<file path="src/rtl/core/prl_pkg.sv">
// Shared types and constants for the ping-pong line receiver.
// Used by the top level, the port checker and the testbench.
`default_nettype none

package prl_pkg;

  // default size of one line buffer, in bytes
  localparam int unsigned LINE_BUFFER_BYTES_DEF = 64;

  // fixed field widths
  localparam int unsigned BYTE_W   = 8;
  localparam int unsigned LIMIT_W  = 7;
  localparam int unsigned LEN_W    = 6;
  localparam int unsigned STATUS_W = 3;

  // line terminators
  localparam logic [BYTE_W-1:0] CHAR_CR = 8'h0D;
  localparam logic [BYTE_W-1:0] CHAR_LF = 8'h0A;

  // request actions
  localparam logic ACT_RECEIVE = 1'b0;
  localparam logic ACT_TAKE    = 1'b1;

  // result status codes
  typedef enum logic [STATUS_W-1:0] {
    STAT_STORED    = 3'd0,
    STAT_FULL      = 3'd1,
    STAT_ENDED     = 3'd2,
    STAT_EMPTY     = 3'd3,
    STAT_STOPPED   = 3'd4,
    STAT_CHAR      = 3'd5,
    STAT_NOLINE    = 3'd6
  } status_e;

  // control states
  typedef enum logic {
    S_IDLE   = 1'b0,
    S_STREAM = 1'b1
  } state_e;

  // one request
  typedef struct packed {
    logic               action;
    logic [BYTE_W-1:0]  byte_value;
    logic [LIMIT_W-1:0] take_limit;
  } req_t;

  // one result
  typedef struct packed {
    status_e            status;
    logic [BYTE_W-1:0]  char_out;
    logic [LEN_W-1:0]   line_length;
    logic               last;
    logic [1:0]         lines_ready;
  } res_t;

endpackage

`default_nettype wire

</file>
<file path="src/rtl/core/ping_pong_line_receiver.sv">
// Receive item: one result in the next cycle; a new request may follow at once.
// Take item: first character in the next cycle, then one character per
// cycle from the single read port of the line store; busy while the remaining characters stream out.
// Takes that find no line, or copy nothing, give a single result in the next cycle.
// Reset clears fill counts, ready mask and pointers; the line store is not cleared.
// Results are shown for one cycle on res_valid_o; the receiver cannot stall.
`default_nettype none

module ping_pong_line_receiver #(
  parameter int unsigned LINE_BUFFER_BYTES = prl_pkg::LINE_BUFFER_BYTES_DEF
) (
  input  wire logic          clk_i,
  input  wire logic          rst_ni,
  input  wire logic          start_i,
  input  wire prl_pkg::req_t req_i,
  output logic               busy_o,
  output logic               res_valid_o,
  output prl_pkg::res_t      res_o
);

  localparam int unsigned FILL_W = $clog2(LINE_BUFFER_BYTES);
  localparam int unsigned DEPTH  = 2 * LINE_BUFFER_BYTES;
  localparam int unsigned ADDR_W = $clog2(DEPTH);
  localparam logic [FILL_W-1:0] FILL_MAX = FILL_W'(LINE_BUFFER_BYTES - 1);

  // store address of position pos in buffer b
  function automatic logic [ADDR_W-1:0] store_addr(input logic b,
                                                   input logic [FILL_W-1:0] pos);
    logic [ADDR_W-1:0] a;
    a = ADDR_W'(pos);
    if (b) begin
      a = a + ADDR_W'(LINE_BUFFER_BYTES);
    end
    return a;
  endfunction

  // control state
  prl_pkg::state_e        state_q, state_d;
  logic [1:0][FILL_W-1:0] fill_q, fill_d;
  logic                   active_q, active_d;
  logic [1:0]             ready_q, ready_d;
  logic                   rptr_q, rptr_d;
  logic                   stopped_q, stopped_d;
  logic                   buf_q, buf_d;
  logic [FILL_W-1:0]      pos_q, pos_d;
  logic [FILL_W-1:0]      copy_q, copy_d;

  // result registers
  logic                          res_valid_q, res_valid_d;
  prl_pkg::status_e              res_status_q, res_status_d;
  logic [prl_pkg::LEN_W-1:0]     res_len_q, res_len_d;
  logic                          res_last_q, res_last_d;
  logic                          res_mem_q, res_mem_d;

  // line store port signals
  logic                          mem_we, mem_re;
  logic [ADDR_W-1:0]             mem_waddr, mem_raddr;
  logic [prl_pkg::BYTE_W-1:0]    mem_rdata;

  // take helpers
  logic                          take_sel;
  logic [FILL_W-1:0]             take_fill, take_copy;
  logic [prl_pkg::LIMIT_W-1:0]   limit_m1;
  logic [FILL_W-1:0]             fill_act;

  prl_line_mem #(
    .DEPTH  (DEPTH),
    .DATA_W (prl_pkg::BYTE_W)
  ) u_mem (
    .clk_i   (clk_i),
    .we_i    (mem_we),
    .waddr_i (mem_waddr),
    .wdata_i (req_i.byte_value),
    .re_i    (mem_re),
    .raddr_i (mem_raddr),
    .rdata_o (mem_rdata)
  );

  // take line choice and copy length
  always_comb begin
    take_sel  = ready_q[rptr_q] ? rptr_q : ~rptr_q;
    take_fill = fill_q[take_sel];
    limit_m1  = req_i.take_limit - prl_pkg::LIMIT_W'(1);
    if (prl_pkg::LIMIT_W'(take_fill) < req_i.take_limit) begin
      take_copy = take_fill;
    end else begin
      take_copy = limit_m1[FILL_W-1:0];
    end
    fill_act = fill_q[active_q];
  end

  // next state and outputs
  always_comb begin
    state_d      = state_q;
    fill_d       = fill_q;
    active_d     = active_q;
    ready_d      = ready_q;
    rptr_d       = rptr_q;
    stopped_d    = stopped_q;
    buf_d        = buf_q;
    pos_d        = pos_q;
    copy_d       = copy_q;
    res_valid_d  = 1'b0;
    res_status_d = res_status_q;
    res_len_d    = res_len_q;
    res_last_d   = res_last_q;
    res_mem_d    = res_mem_q;
    mem_we       = 1'b0;
    mem_waddr    = store_addr(active_q, fill_act);
    mem_re       = 1'b0;
    mem_raddr    = store_addr(buf_q, pos_q);

    case (state_q)
      prl_pkg::S_IDLE: begin
        if (start_i) begin
          res_valid_d = 1'b1;
          res_last_d  = 1'b1;
          res_len_d   = '0;
          res_mem_d   = 1'b0;
          if (req_i.action == prl_pkg::ACT_RECEIVE) begin
            // receive a byte
            if (stopped_q) begin
              res_status_d = prl_pkg::STAT_STOPPED;
            end else if (req_i.byte_value == prl_pkg::CHAR_CR ||
                         req_i.byte_value == prl_pkg::CHAR_LF) begin
              if (fill_act != '0) begin
                ready_d[active_q] = 1'b1;
                if (!ready_q[~active_q]) begin
                  active_d           = ~active_q;
                  fill_d[~active_q]  = '0;
                end else begin
                  stopped_d = 1'b1;
                end
                res_status_d = prl_pkg::STAT_ENDED;
              end else begin
                res_status_d = prl_pkg::STAT_EMPTY;
              end
            end else if (fill_act < FILL_MAX) begin
              mem_we           = 1'b1;
              fill_d[active_q] = fill_act + FILL_W'(1);
              res_status_d     = prl_pkg::STAT_STORED;
            end else begin
              res_status_d = prl_pkg::STAT_FULL;
            end
          end else begin
            // take one line
            if (req_i.take_limit == '0 || ready_q == 2'b00) begin
              res_status_d = prl_pkg::STAT_NOLINE;
            end else begin
              fill_d[take_sel]  = '0;
              ready_d[take_sel] = 1'b0;
              rptr_d            = ~take_sel;
              if (stopped_q) begin
                active_d  = take_sel;
                stopped_d = 1'b0;
              end
              res_status_d = prl_pkg::STAT_CHAR;
              res_len_d    = prl_pkg::LEN_W'(take_copy);
              if (take_copy != '0) begin
                mem_re     = 1'b1;
                mem_raddr  = store_addr(take_sel, '0);
                res_mem_d  = 1'b1;
                res_last_d = (take_copy == FILL_W'(1));
                buf_d      = take_sel;
                copy_d     = take_copy;
                pos_d      = FILL_W'(1);
                if (take_copy != FILL_W'(1)) begin
                  state_d = prl_pkg::S_STREAM;
                end
              end
            end
          end
        end
      end
      prl_pkg::S_STREAM: begin
        // one character read per cycle
        mem_re      = 1'b1;
        res_valid_d = 1'b1;
        res_mem_d   = 1'b1;
        res_last_d  = (pos_q == copy_q - FILL_W'(1));
        pos_d       = pos_q + FILL_W'(1);
        if (res_last_d) begin
          state_d = prl_pkg::S_IDLE;
        end
      end
      default: begin
        state_d = prl_pkg::S_IDLE;
      end
    endcase
  end

  // control registers
  always_ff @(posedge clk_i or negedge rst_ni) begin
    if (!rst_ni) begin
      state_q      <= prl_pkg::S_IDLE;
      fill_q       <= '0;
      active_q     <= 1'b0;
      ready_q      <= 2'b00;
      rptr_q       <= 1'b0;
      stopped_q    <= 1'b0;
      res_valid_q  <= 1'b0;
    end else begin
      state_q      <= state_d;
      fill_q       <= fill_d;
      active_q     <= active_d;
      ready_q      <= ready_d;
      rptr_q       <= rptr_d;
      stopped_q    <= stopped_d;
      res_valid_q  <= res_valid_d;
    end
  end

  // payload registers
  always_ff @(posedge clk_i) begin
    buf_q        <= buf_d;
    pos_q        <= pos_d;
    copy_q       <= copy_d;
    res_status_q <= res_status_d;
    res_len_q    <= res_len_d;
    res_last_q   <= res_last_d;
    res_mem_q    <= res_mem_d;
  end

  // result port
  assign busy_o      = (state_q == prl_pkg::S_STREAM);
  assign res_valid_o = res_valid_q;
  always_comb begin
    res_o.status      = res_status_q;
    res_o.char_out    = res_mem_q ? mem_rdata : '0;
    res_o.line_length = res_len_q;
    res_o.last        = res_last_q;
    res_o.lines_ready = ready_q;
  end

endmodule

`default_nettype wire

</file>
<file path="src/rtl/core/prl_line_mem.sv">
// Line store for both ping-pong buffers: one write port, one read port,
// read data registered. Depends on nothing but its parameters.
`default_nettype none

module prl_line_mem #(
  parameter int unsigned DEPTH  = 128,
  parameter int unsigned DATA_W = 8
) (
  input  wire logic                     clk_i,
  input  wire logic                     we_i,
  input  wire logic [$clog2(DEPTH)-1:0] waddr_i,
  input  wire logic [DATA_W-1:0]        wdata_i,
  input  wire logic                     re_i,
  input  wire logic [$clog2(DEPTH)-1:0] raddr_i,
  output logic      [DATA_W-1:0]        rdata_o
);

  logic [DATA_W-1:0] mem_q [DEPTH];
  logic [DATA_W-1:0] rdata_q;

  // write port
  always_ff @(posedge clk_i) begin
    if (we_i) begin
      mem_q[waddr_i] <= wdata_i;
    end
  end

  // registered read port
  always_ff @(posedge clk_i) begin
    if (re_i) begin
      rdata_q <= mem_q[raddr_i];
    end
  end

  assign rdata_o = rdata_q;

endmodule

`default_nettype wire

</file>
<file path="config.mk">
export PLATFORM = sky130hd
export DESIGN_NAME = ping_pong_line_receiver
export DESIGN_NICKNAME = d
export VERILOG_FILES = /design/src/rtl/core/prl_pkg.sv /design/src/rtl/core/ping_pong_line_receiver.sv /design/src/rtl/core/prl_line_mem.sv
export SDC_FILE = /design/constraint.sdc
export NUM_CORES = 1
export LEC_CHECK = 0
export ABC_AREA = 0
export BUFFER_PORTS_ARGS = -buffer_cell sky130_fd_sc_hd__buf_2
export CAP_MARGIN = 10
export CELL_PAD_IN_SITES_DETAIL_PLACEMENT = 1
export CELL_PAD_IN_SITES_GLOBAL_PLACEMENT = 1
export CORE_UTILIZATION = 56
export DETAILED_ROUTE_END_ITERATION = 6
export GPL_TIMING_DRIVEN = 0
export PLACE_DENSITY = 0.88
export SYNTH_ARGS = -nofsm -noshare
export SYNTH_HDL_FRONTEND = slang
export SYNTH_HIERARCHICAL = 1
export SYNTH_SLANG_ARGS = --single-unit
export TNS_END_PERCENT = 5
</file>
<file path="constraint.sdc">
create_clock -name clk_i -period 7.3 [get_ports clk_i]
set_input_delay 1.095 -clock clk_i [delete_from_list [all_inputs] [get_ports clk_i]]
set_output_delay 1.095 -clock clk_i [all_outputs]
set_load 0.01 [all_outputs]
</file>
Word-level counts from Yosys, hierarchy flattened
Memory sizes are Yosys's and may differ from the RTL's. A register that Yosys moved wholly into a read port is not among the register bits.
Cells that the tools add are included.
{ "totals": {"register_bits": 43, "mem_bits_rw": 1024, "input_bits": 19, "output_inout_bits": 22, "word_cells": 175, "memories": 1} }
{ "memory_table": {"columns": ["memory", "depth", "width", "read_ports", "rd_clocked_by_memory_dff", "wr", "line_no", "text"], "rows": [
  ["u_mem.mem_q", 128, 8, 1, 1, 1, "prl_line_mem.sv:18", "logic [DATA_W-1:0] mem_q [DEPTH];"]
]} }
{ "op_classes": {"add_sub_neg": 6, "magnitude_cmp": 9, "n_eq_ne": 15, "mux": 95, "n_bitwise": 13, "n_reduce_logical": 21} }
{ "ops": {"columns": ["operator", "n"], "rows": [
  ["$mux 12", 7],
  ["$mux 6", 12],
  ["$mux 7", 8],
  ["$mux 1", 46],
  ["$and 12x12->12", 2],
  ["$not 12->12", 2],
  ["$demux 6 s1", 3],
  ["$eq 8x4->1 const B", 2],
  ["$add 6x7->7 const B", 2],
  ["$ne 2x2->1 const B", 7],
  ["$add 6x1->6 const B", 2],
  ["$bwmux 12", 1],
  ["$mux 2", 6],
  ["$pmux 6 s2", 1],
  ["$reduce_bool 6->1", 2],
  ["$sub 6x1->6 const B", 2],
  ["$pmux 1 s2", 5],
  ["$mux 3", 3],
  ["$lt 1x2->1 const B", 4],
  ["$mux 8", 1],
  ["$reduce_and 4->1", 2],
  ["$reduce_and 8->1", 1],
  ["$logic_not 7->1", 1],
  ["$lt 6x7->1", 1],
  ["24 further kinds", 36]
]} }

Longest topological paths before layout
Gate-level depths: netlist of run 1.
{ "depth": {"word_depth": 14, "ltp_mapped": 21, "ltp_nobuf": 16} }

Cells and area by module
Netlist of run 1, hierarchy kept.
{ "modules_own_cells": {"columns": ["module", "instances", "cells_each", "area_each_um2", "seq_area_each_um2"], "rows": [
  ["prl_line_mem", 1, 1635, 39745.6, 30989.7],
  ["ping_pong_line_receiver", 1, 310, 3036.7, 1196.1]
]} }

Worst setup path before layout of run 1
Ideal clock, no wire load.
{ "synth_timing": {"path_kind": "input to register", "startpoint": "in req_i[0] (netlist bit)", "endpoint": "reg u_mem.rdata_q[0] (netlist: u_mem/rdata_o[0]) (read register of u_mem.mem_q), data pin", "setup_time_ns": 0.260, "t_arrival_ns": 5.463, "slack_ns": 1.577, "path_stages": 15, "cell_sequence": "clkbuf_1 inv_1 ha_1 or3b_2 o32ai_1 o211ai_1 a211oi_2 a311oi_4 and2b_1 clkbuf_1 buf_1 mux4_2 mux4_2 mux4_2 mux2_2"} }
{ "synth_between": {"elab_chain_len": 8, "word_cells_on_any_way": 16} }
{ "synth_lines": {"columns": ["item", "line_no", "text"], "rows": [
  ["start, declared", "ping_pong_line_receiver.sv:15", "input wire prl_pkg::req_t req_i,"],
  ["$sub 6x1->6 or $lt 6x7->1 (tied branches)", "ping_pong_line_receiver.sv:83, ping_pong_line_receiver.sv:84", null],
  ["$mux 6", "ping_pong_line_receiver.sv:84", "if (prl_pkg::LIMIT_W'(take_fill) < req_i.take_limit) begin"],
  ["$reduce_bool 6->1", "ping_pong_line_receiver.sv:159", "if (take_copy != '0) begin"],
  ["$mux 7", "ping_pong_line_receiver.sv:159", null],
  ["$mux 7 *", "ping_pong_line_receiver.sv:147", "if (req_i.take_limit == '0 || ready_q == 2'b00) begin"],
  ["$mux 7 *", "ping_pong_line_receiver.sv:120", "if (req_i.action == prl_pkg::ACT_RECEIVE) begin"],
  ["$mux 7 *", "ping_pong_line_receiver.sv:115", "if (start_i) begin"],
  ["$mux 7 *", "ping_pong_line_receiver.sv:113", "case (state_q)"],
  ["named net mem_raddr[0]", "ping_pong_line_receiver.sv:57", "logic [ADDR_W-1:0] mem_waddr, mem_raddr;"],
  ["end, declared", "prl_line_mem.sv:19", "logic [DATA_W-1:0] rdata_q;"]
]} }
Mark *: on every way through the listed nets, which the timed path passes. The rest lies on a longest branch.
A chain may end at the register's enable or synchronous reset.

Worst setup path in the final report of run 1
{ "layout_timing": {"startpoint": "reg active_q", "endpoint": "mem u_mem.mem_q[70][5] (enable)"} }
{ "layout_between": {"elab_chain_len": 11, "word_cells_on_any_way": 13} }
{ "layout_lines": {"columns": ["item", "line_no", "text"], "rows": [
  ["start, declared", "ping_pong_line_receiver.sv:40", "logic active_q, active_d;"],
  ["start signal, assigned", "ping_pong_line_receiver.sv:205", "active_q <= active_d;"],
  ["$mux 6 (implied by the code) (2 in series)", "ping_pong_line_receiver.sv:89", "fill_act = fill_q[active_q];"],
  ["named net fill_act[0]", "ping_pong_line_receiver.sv:64", "logic [FILL_W-1:0] fill_act;"],
  ["$lt 6x6->1", "ping_pong_line_receiver.sv:138", "end else if (fill_act < FILL_MAX) begin"],
  ["$mux 1", "ping_pong_line_receiver.sv:138", null],
  ["$mux 1", "ping_pong_line_receiver.sv:124", "end else if (req_i.byte_value == prl_pkg::CHAR_CR ||"],
  ["$mux 1", "ping_pong_line_receiver.sv:122", "if (stopped_q) begin"],
  ["$mux 1", "ping_pong_line_receiver.sv:120", null],
  ["$mux 1", "ping_pong_line_receiver.sv:115", null],
  ["$mux 1", "ping_pong_line_receiver.sv:113", null],
  ["named net mem_we", "ping_pong_line_receiver.sv:56", "logic mem_we, mem_re;"],
  ["$mux 1", "prl_line_mem.sv:23", "if (we_i) begin"],
  ["$mux 1 (implied by the code)", "prl_line_mem.sv:24", "mem_q[waddr_i] <= wdata_i;"],
  ["end, declared", "prl_line_mem.sv:18", null]
]} }
The timed path passes the listed nets, and every way through them passes these cells. The select of a mux whose other input is x is not followed.

==> impl_metrics.csv, run 1 <==
group,metric,value,unit
sta,hold_violations,0,
pwr,power_density,386,nW/um^2
die,rows,100,
yosys,synth_compound_area_share,1.31,%
pwr,p_comb_share,31.7,%
detailed_routing,via_count,22900,
detailed_routing,drt-total-wl,125,mm
sta,period_share,100,%
yosys,ys_ff_latch,1075,
yosys,avgSynthCellArea,22.0,um^2
clock_network,htree_levels,3,
sta,finalSetupViolCount,5,
pwr,switching_share,32.1,%
yosys,synth_top_family_by_area,"multiplexers",
sta,layout_min_cycle_time,7.32,ns
pwr,pwr-share-clk,30.5,%
grt,antenna_found_initial,5,
placed_design,dp_slack,-0.0686,ns
grt,grt_use_met1,43.0,%
sta,maxSlewViolCount,0,
detailed_routing,drc,0,
grt,grt_busiest_layer,"met2",
placed_design,placed_cells,2961,
detailed_routing,first_pass_iters,6,
yosys,ys_warn_count,6,
yosys,yosys.cell_types.count,69,
yosys,synth-simple-area-share,3.11,%
clock_network,cts_root_buf,"clkbuf_16",
run_status,violations,"negative setup slack",
die,die_area,77500,um^2
sta,rsz0062_at_grt,"yes",
cells_and_area,n_fill_cell,5926,
placed_design,hpwl,74.6,mm
clock_network,cts_tree,"built",
min_path,worstHoldPathType,"input pin to asynchronous set/reset pin",
pwr,internal-power,12.6,mW
sta,fmax,0.137,GHz
yosys,synthAdderAreaFrac,0.292,%
yosys,netlist_area,42800,um^2
cells_and_area,nets,2138,
placed_design,gp_congestion,0.888,
die,start_util,57.0,%
job,maxCapViolations,0,
yosys,synthMuxAreaShare,18.3,%
cells_and_area,instances_no_fill,3169,
setup_path,path_class,"register to register",
setup_path,end_kind,"register",
sta,fin_ws,-0.0209,ns
cells_and_area,syn_to_final_growth,12.5,%
setup_path,crit_arrival,7.62,ns
pwr,seqPwrFrac,37.8,%
setup_path,crit_fanout,13,
grt,grt_pass1_vias,23400,
grt,grt_pass1_wl,177,mm
setup_path,crit_path_start_kind,"register",
detailed_routing,drtAntennaViolNets,0,
yosys,syn-num-nets,1974,
cells_and_area,drive_gt1_share,28.0,%
grt,grt_use_met2,53.2,%
die,io_pins,41,
cells_and_area,multi_input_area,10000,um^2
yosys,synth_ff_type,"edfxtp_1",
clock_network,clk_latency,0.71,ns
detailed_routing,drt_iter0_drc,3341,
clock_network,cts.clk_slew.worst_paths,0.06,ns
setup_path,required,7.60,ns
grt,grt_usage,33.0,%
clock_network,cts_buffers,107,
grt,grt_max_degree,94,
placed_design,portBuffers,37,
yosys,synthXorXnorAreaFrac,0.409,%
yosys,async_flop_share,1.77,%
die,die_h,278,um
sta,worstMarginPinSlew,1.48,ns
sta,finalClockSkew,0.0415,ns
grt,gr-total-overflow,0,
cells_and_area,seq_area,32200,um^2
sta,slew-limit-headroom,1.16,%
die,core,75100,um^2
detailed_routing,wl_per_cell,39.6,um
pwr,p_leak,15.1,nW
sta,tns,-0.0879,ns
grt,gr-usage-met3,7.92,%
pwr,power.switching,5.97,mW
yosys,ys_seq_area_share,75.2,%
yosys,syn_inst,1945,
die,fp.dieW,278,um
clock_network,cts_buffer_depth,3,
detailed_routing,vias_per_cell,7.23,
yosys,synth_edf_count,1056,
pwr,vdd_ir_drop_max,239,uV
run_status,status,"complete, but fails checks",
clock_network,cts_sinks,1075,
==> synth_stat cells (12+ instances only) <==
library cell | count | share of area [%]
clkbuf_1 | 50 | 0.44
edfxtp_1 | 1056 | 74
a21oi_1 | 12 | 0.14
nor3_1 | 20 | 0.23
mux4_2 | 336 | 18
nand3_1 | 19 | 0.22
nor2_1 | 135 | 1.2
nand2_1 | 31 | 0.27
buf_1 | 19 | 0.17
mux2i_1 | 12 | 0.28
nor2b_1 | 17 | 0.25
and2_1 | 14 | 0.20
buf_4 | 13 | 0.23
dfrtp_1 | 19 | 1.1
buf_2 | 17 | 0.20
inv_1 | 22 | 0.19
xnor2_1 | 13 | 0.27
==> area by class of cell <==
cell class                      instances  area share [%]
Antenna cell                            1         0.00520
Buffer                                103            1.00
Clock buffer                          126            5.80
Clock inverter                         73            1.60
Inverter                               23           0.205
Multi-Input combinational cell        744            20.9
Sequential cell                      1075            66.9
Tap cell                              969            2.52
Timing Repair Buffer                   55            1.11
==> sequential cells by signal (all words and copies together) (netlist names) <==
register	cells
res_valid_o	1
res_status_q	3
res_mem_q	1
copy_q	6
pos_q	6
buf_q	1
fill_q	12
stopped_q	1
res_last_q	1
res_len_q	6
u_mem/mem_q	1024
busy_o	1
ready_q	2
rptr_q	1
active_q	1
u_mem/rdata_o	8
==> cells in the final DEF (no fill, tap or decap), drive strengths merged, types with 3 or more instances in the layout <==
cell type	netlist	final
mux4	336	336
o21ai	12	12
nand2b	8	8
clkinvlp	0	8
o2bb2ai	9	9
o22a	3	3
inv	22	25
nor2	135	135
xor2	7	7
nand3	19	19
ha	10	10
nand2	31	31
clkbuf	51	179
nand4	4	4
or4	3	3
xnor2	13	13
dfrtp	19	19
a21oi	12	12
and2	15	15
mux2	12	12
nor3	20	20
bufinv	0	12
nor2b	17	17
edfxtp	1056	1056
a311oi	3	3
buf	52	105
and2b	6	6
a21o	6	6
mux2i	12	12
clkinv	1	51
nor3b	3	3
or2	6	6
o211ai	5	5
==> timing repair <==
item / CTS / global route
setup endpoints to repair: 0 / 23
buffers inserted: 0 / 0
hold buffers: 0 / 0
endpoints found under the hold margin: 0 / 0
resized for setup: 0 / 8
==> stage by stage <==
| stage | power, mW | instance area (um^2) | util [%] | hold slack, ns |
|---|---|---|---|---|
| finish | 18.6 | 48100 | 64.1 | 0.380 |
| global route | 18.9 | 48100 | 64.1 | 0.403 |
| CTS | 18.5 | 48000 | 63.9 | 0.360 |
| detailed placement | 12.7 | 44400 | 59.2 | 0.506 |
| global placement | 12.5 | 44200 | 58.9 | 0.483 |
| floorplan | 10.7 | 42800 | - | 0.464 |
==> layer usage <==
metal  up-vias  share of wire, %
met1     12100                34
li1       8492                 -
met4         6               5.3
met2      1953                49
met5         -             0.029
met3       393                12
==> power groups by stage <==
stage	combinational [mW]	clock, mW	sequential, mW
6_report	5.88	5.67	7.03
5_1_grt	5.98	5.87	7.03
4_1_cts	5.73	5.71	7.03
3_5_place_dp	5.55	0	7.15
3_3_place_gp	5.31	0	7.15
2_1_floorplan	3.56	0	7.12
==> worst paths after layout <==
kind	slack, ns	cells after the start	to	startpoint
max in group asynchronous	6.55	1	res_valid_o	rst_ni
hold reg to reg	0.53	2	rptr_q	rptr_q
min in group clk_i	0.53	2	rptr_q	rptr_q
setup / recovery	-0.02	14	u_mem/mem_q[70][5]	active_q
hold / removal	0.38	1	fill_q[0]	rst_ni
setup reg to reg	-0.02	14	u_mem/mem_q[70][5]	active_q
==> cell families (layout without fill, tap and decap cells) <==
kind of cell,Yosys count,after routing
buf+inv,126,380
xor+xnor,20,20
mux,360,360
compound gates,74,74
flops,1075,1075
fa+ha+maj,10,10
simple gates,280,280
other cells,0,1
==> worst max-delay path, stage by stage (launching register included) <==
cell and delay (ns):
dfrtp_1 0.80, buf_1 0.47, nor2b_1 0.15, a21oi_1 0.33, inv_1 0.23, ha_1 0.34
nand4_1 0.11, o21ai_0 0.15, a21o_1 0.31, nor3_1 0.91, clkbuf_1 0.40, nor2b_1 0.39
nand3_1 0.60, clkbuf_1 0.78, nor2_1 0.93
Power figures use the tool's default switching activity.
==> run 2, diff against run 1 <==
PLACE_DENSITY = default   (was 0.88)
PLACE_DENSITY_LB_ADDON = 0.12   (was default)
SKIP_LAST_GASP = 1   (was default)
==> run 2 against run 1 <==
  * The run now ends clean
  * Worst hold slack worse by 0.0026 ns
  * First-iteration DRC count down 28%
  * Total power fell by 2.6%
  * Setup slack improved by 0.22 ns
  * Count of clock-buffer cells in the layout decreased by 3
  * Register-to-register slack better by 0.22 ns
  * Wire length is 12% lower
  * Non-clock buffer count is the same
  * Clock power shrank 4.8%
  * Critical path depth increased by 5
  * Fmax grew 3.1%
  * Sequential power about the same
  * Critical path type unchanged
  * Highest routed layer unchanged
==> impl_metrics.csv, run 2 (synthesis gave the netlist of run 1 again) <==
group,metric,value,unit
run_status,status,"finished, final reports clean",
cells_and_area,diodes,0,
grt,grt_max_degree,93,
clock_network,ctsHoldBuffers,0,
setup_path,required,7.70,ns
sta,hold_violations,0,
grt,gr-total-overflow,0,
detailed_routing,vias_per_cell,6.69,
pwr,power,18.1,mW
cells_and_area,syn_to_final_growth,12.0,%
detailed_routing,first_pass_iters,5,
clock_network,post_cts_resized,0,
die,die_area,77500,um^2
cells_and_area,nets,2137,
pwr,seqPwrFrac,38.8,%
pwr,vdd_ir_drop_max,248,uV
clock_network,cts_buffer_depth,3,
die,core,75100,um^2
pwr,power_density,378,nW/um^2
setup_path,path_class,"register to register",
cells_and_area,final_common_cell,"edfxtp_1",
setup_path,reg2reg_slack,0.20,ns
detailed_routing,drc,0,
pwr,p_leak,15.0,nW
pwr,pwr-share-clk,29.8,%
cells_and_area,final_area,47900,um^2
cells_and_area,drive_gt1_share,27.3,%
sta,finalClockSkew,0.0242,ns
clock_network,cts_tree,"built",
die,io_pins,41,
pwr,internal-power,12.6,mW
placed_design,placed_cell_area,44500,um^2
die,start_util,57.0,%
detailed_routing,drt-total-wl,110,mm
detailed_routing,via_count,21100,
cells_and_area,regMostFlops,"u_mem/mem_q",
setup_path,r2r_end,"u_mem/rdata_o[4]",
sta,layout_min_cycle_time,7.10,ns
grt,grt_pass1_vias,21900,
detailed_routing,drt_iter0_drc,2410,
setup_path,end_kind,"register",
clock_network,cts_root_buf,"clkbuf_16",
grt,grt_usage,29.1,%
sta,hold_ws,0.377,ns
sta,fmax,0.141,GHz
clock_network,htree_levels,3,
sta,finalSetupViolCount,0,
die,die_h,278,um
setup_path,crit_path_start_kind,"register",
sta,slew-limit-headroom,8.74,%
placed_design,hpwl,73.0,mm
setup_path,r2r_cells,19,
sta,maxSlewViolCount,0,
cells_and_area,largest_register_ffs,1024,
pwr,switching_share,30.6,%
placed_design,portBuffers,37,
clock_network,cts_buffers,106,
setup_path,reg2reg_from,"ready_q[0]",
die,rows,100,
detailed_routing,drtAntennaViolNets,0,
detailed_routing,wl_per_cell,34.8,um
sta,period_share,97.3,%
grt,grt_pass1_wl,158,mm
sta,rsz0062_at_grt,"no",
grt,antenna_found_initial,3,
setup_path,crit_arrival,7.50,ns
setup_path,crit_fanout,14,
cells_and_area,final_core_util,63.8,%
clock_network,cts_sinks,1075,
job,maxCapViolations,0,
pwr,power.switching,5.54,mW
clock_network,clk_latency,0.68,ns
clock_network,cts.clk_slew.worst_paths,0.06,ns
min_path,worstHoldPathType,"input pin to asynchronous set/reset pin",
cells_and_area,mostFrequentLayoutCells,"edfxtp_1, mux4_2, nor2_1",
clock_network,post_cts_buffers,0,
die,fp.dieW,278,um
placed_design,gp_congestion,0.838,
pwr,p_comb_share,31.4,%
sta,worstMarginPinSlew,1.37,ns
## run 2: how the worst max path moves through the flow
stage,depth (start not counted),from,to
2_1_floorplan,15,req_i[0],u_mem/rdata_o[0]
3_3_place_gp,10,req_i[8],u_mem/mem_q[118][1]
3_5_place_dp,15,req_i[0],u_mem/rdata_o[1]
4_1_cts,19,ready_q[0],u_mem/rdata_o[4]
5_1_grt,19,ready_q[0],u_mem/rdata_o[3]
6_report,19,ready_q[0],u_mem/rdata_o[4]
## run 2: through the flow
stage	std cells	setup slack, ns	setup TNS, ns
3_3_place_gp	2951	-0.363	-83.71
4_1_cts	3151	0.308	0
6_report	3156	0.199	0
5_1_grt	3156	0.0389	0
2_1_floorplan	1945	1.58	0
3_5_place_dp	2964	-0.0629	-0.389
## run 2: power by group through the flow
stage / sequential [mW] / clock (mW) / combinational, mW
5_1_grt: 7.03 / 5.66 / 5.89
2_1_floorplan: 7.12 / 0 / 3.56
6_report: 7.02 / 5.40 / 5.68
3_5_place_dp: 7.15 / 0 / 5.62
4_1_cts: 7.02 / 5.48 / 5.66
3_3_place_gp: 7.15 / 0 / 5.51
## run 2: layout make-up
class	count	area [um^2]
inverter	23	98.8
buffer	103	485
clock inverter	64	639
fill	5993	27200
timing repair buffer	55	490
multi-input combinational	744	10000
clock buffer	123	2780
sequential	1075	32200
tap	969	1210
## run 2: per-layer routing
| layer | vias to the layer above | share of wire, % | GRT usage [%] |
|---|---|---|---|
| li1 | 8485 | - | - |
| met4 | 2 | 3.8 | 10.7 |
| met1 | 11500 | 40 | 40.4 |
| met5 | - | 0.012 | 0 |
| met3 | 203 | 8.2 | 6.30 |
| met2 | 967 | 48 | 46.0 |
## run 2: worst max-delay path: stages, from the launching register on
cell	delay, ns
dfrtp_1	0.46
or2_1	0.29
and2_4	0.15
buf_6	0.14
mux2i_1	0.30
inv_1	0.09
ha_1	0.30
a21o_1	0.18
a21oi_1	0.14
o22a_1	0.22
and2_1	0.14
buf_2	0.19
a311oi_4	0.24
and2b_1	0.42
clkbuf_1	0.88
buf_1	0.82
mux4_2	0.42
mux4_2	0.60
mux4_2	0.51
mux2_2	0.32
==> run 3, diff against run 2 <==
RECOVER_POWER = 25   (was default)
==> run 3 against run 2 <==
  * The run now ends with max-capacitance violations, max-slew violations left
  * Non-clock buffer count unchanged
  * Critical path depth unchanged
  * Sequential share of layout area increased by 0.077 points
  * Total power is essentially flat
  * Cell area fell by 0.11%
  * Critical path type unchanged
  * Highest routed layer unchanged
==> impl_metrics.csv, run 3 (synthesis gave the netlist of run 1 again) <==
group,metric,value,unit
job,maxCapViolations,4,
pwr,p_leak,14.9,nW
setup_path,end_kind,"register",
clock_network,cts_tree,"built",
grt,grt_pass1_wl,158,mm
grt,grt_pass1_vias,21900,
die,die_area,77500,um^2
clock_network,cts_buffer_depth,3,
placed_design,portBuffers,37,
sta,period_share,97.1,%
clock_network,cts_sinks,1075,
grt,antenna_found_initial,3,
die,rows,100,
sta,layout_min_cycle_time,7.09,ns
cells_and_area,regMostFlops,"u_mem/mem_q",
placed_design,placed_cell_area,44500,um^2
detailed_routing,drt_iter0_drc,2209,
clock_network,clk_latency,0.68,ns
detailed_routing,via_count,21100,
setup_path,required,7.71,ns
pwr,vdd_ir_drop_max,247,uV
clock_network,cts_root_buf,"clkbuf_16",
clock_network,post_cts_resized,0,
detailed_routing,first_pass_iters,6,
setup_path,crit_arrival,7.50,ns
clock_network,post_cts_buffers,0,
sta,rsz0062_at_grt,"no",
clock_network,cts.clk_slew.worst_paths,0.06,ns
cells_and_area,seq_area,32200,um^2
sta,hold_violations,0,
die,start_util,57.0,%
run_status,status,"complete, but fails checks",
setup_path,cp_top_family,"multiplexers",
cells_and_area,multi_input_area,10000,um^2
placed_design,hpwl,73.0,mm
cells_and_area,n_fill_cell,5995,
cells_and_area,nets,2137,
sta,fmax,0.141,GHz
die,io_pins,41,
sta,finalSetupViolCount,0,
detailed_routing,drt-total-wl,110,mm
grt,grt_usage,29.1,%
sta,worstMarginPinSlew,4.69,ns
setup_path,path_buf_inv,5,
die,core,75100,um^2
setup_path,crit_fanout,14,
run_status,violations,"max-capacitance violations, max-slew violations",
clock_network,cts_buffers,106,
cells_and_area,syn_to_final_growth,11.9,%
cells_and_area,drive_gt1_share,27.1,%
detailed_routing,wl_per_cell,34.8,um
cells_and_area,final_common_cell,"edfxtp_1",
detailed_routing,drc,0,
clock_network,ctsHoldBuffers,0,
setup_path,path_cells,"or2_1 > and2_4 > buf_6 > mux2i_1 > inv_1 > ha_1 > a21o_1 > a21oi_1 > o22a_1 > and2_1 > buf_2 > a311oi_4 > and2b_1 > clkbuf_1 > buf_1 > mux4_2 > mux4_2 > mux4_2 > mux2_2",
setup_path,cpMostUsedCell,"mux4_2",
placed_design,gp_congestion,0.838,
cells_and_area,mostFrequentLayoutCells,"edfxtp_1, mux4_2, nor2_1",
detailed_routing,vias_per_cell,6.69,
setup_path,cp_slowest_stage_delay,0.87,ns
die,fp.dieW,278,um
sta,finalClockSkew,0.0250,ns
die,die_h,278,um
clock_network,htree_levels,3,
setup_path,crit_path_start_kind,"register",
pwr,power_density,378,nW/um^2
cells_and_area,final_area,47900,um^2
setup_path,path_class,"register to register",
grt,gr-total-overflow,0,
sta,hold_ws,0.550,ns
detailed_routing,drtAntennaViolNets,0,
cells_and_area,largest_register_ffs,1024,
setup_path,cp_slowest_cell,"clkbuf_1",
grt,grt_max_degree,93,
sta,slew-limit-headroom,-212,%
sta,tns,0,ns
min_path,worstHoldPathType,"register to register",
sta,maxSlewViolCount,258,
run 3: cell count changes in the layout (fill, tap and decap cells not counted), sizes merged:
cell    before  now
buf        104   98
clkbuf     177  183
diode        0    1
run 3: worst paths after layout:
| kind | startpoint | cells after the start | slack, ns | end |
|---|---|---|---|---|
| max in group asynchronous | rst_ni | 1 | 5.94 | busy_o |
| setup reg to reg | ready_q[0] | 19 | 0.21 | u_mem/rdata_o[3] |
| hold / removal | rptr_q | 2 | 0.55 | rptr_q |
| setup / recovery | ready_q[0] | 19 | 0.21 | u_mem/rdata_o[3] |
| min in group asynchronous | rst_ni | 1 | 0.64 | fill_q[8] |
| hold reg to reg | rptr_q | 2 | 0.55 | rptr_q |
run 3: layer usage:
metal	vias to the layer above	global-route usage [%]	routed length (um)
met2	957	46.0	52900
met5	-	0	13
met3	204	6.30	9440
met4	2	10.7	4220
met1	11500	40.4	43200
li1	8487	-	-
run 3: through the flow:
step / util (%) / setup WS, ns / std cells / total power, mW
global placement: 58.9 / -0.363 / 2951 / 12.7
floorplan: - / 1.58 / 1945 / 10.7
finish: 63.8 / 0.211 / 3157 / 18.1
detailed placement: 59.2 / -0.0629 / 2964 / 12.8
global route: 63.7 / 0.0389 / 3156 / 18.6
CTS: 63.8 / 0.308 / 3151 / 18.2
run 3: report_power, final:
part | switching [mW] | internal, mW | leakage (nW)
combinational | 3.17 | 2.50 | 3.52
clock | 2.27 | 3.13 | 1.67
sequential | 0.0921 | 6.93 | 9.75
run 3: cell type report:
type                    instances  share of cell area, %
flip-flops and latches       1075                   67.3
multi-input cells             744                   20.9
clock buffers                 123                   5.81
well taps                     969                   2.53
clock inverters                64                   1.34
plain buffers                 103                   1.01
repair buffers                 55                  0.905
inverters                      23                  0.207
diodes                          1                0.00523
run 3: worst reg2reg max path, cell delays in order (launching register included):
cell      delay (ns)
dfrtp_1         0.46
or2_1           0.29
and2_4          0.15
buf_6           0.14
mux2i_1         0.31
inv_1           0.09
ha_1            0.30
a21o_1          0.18
a21oi_1         0.14
o22a_1          0.22
and2_1          0.14
buf_2           0.19
a311oi_4        0.25
and2b_1         0.42
clkbuf_1        0.88
buf_1           0.82
mux4_2          0.44
mux4_2          0.58
mux4_2          0.53
mux2_2          0.33
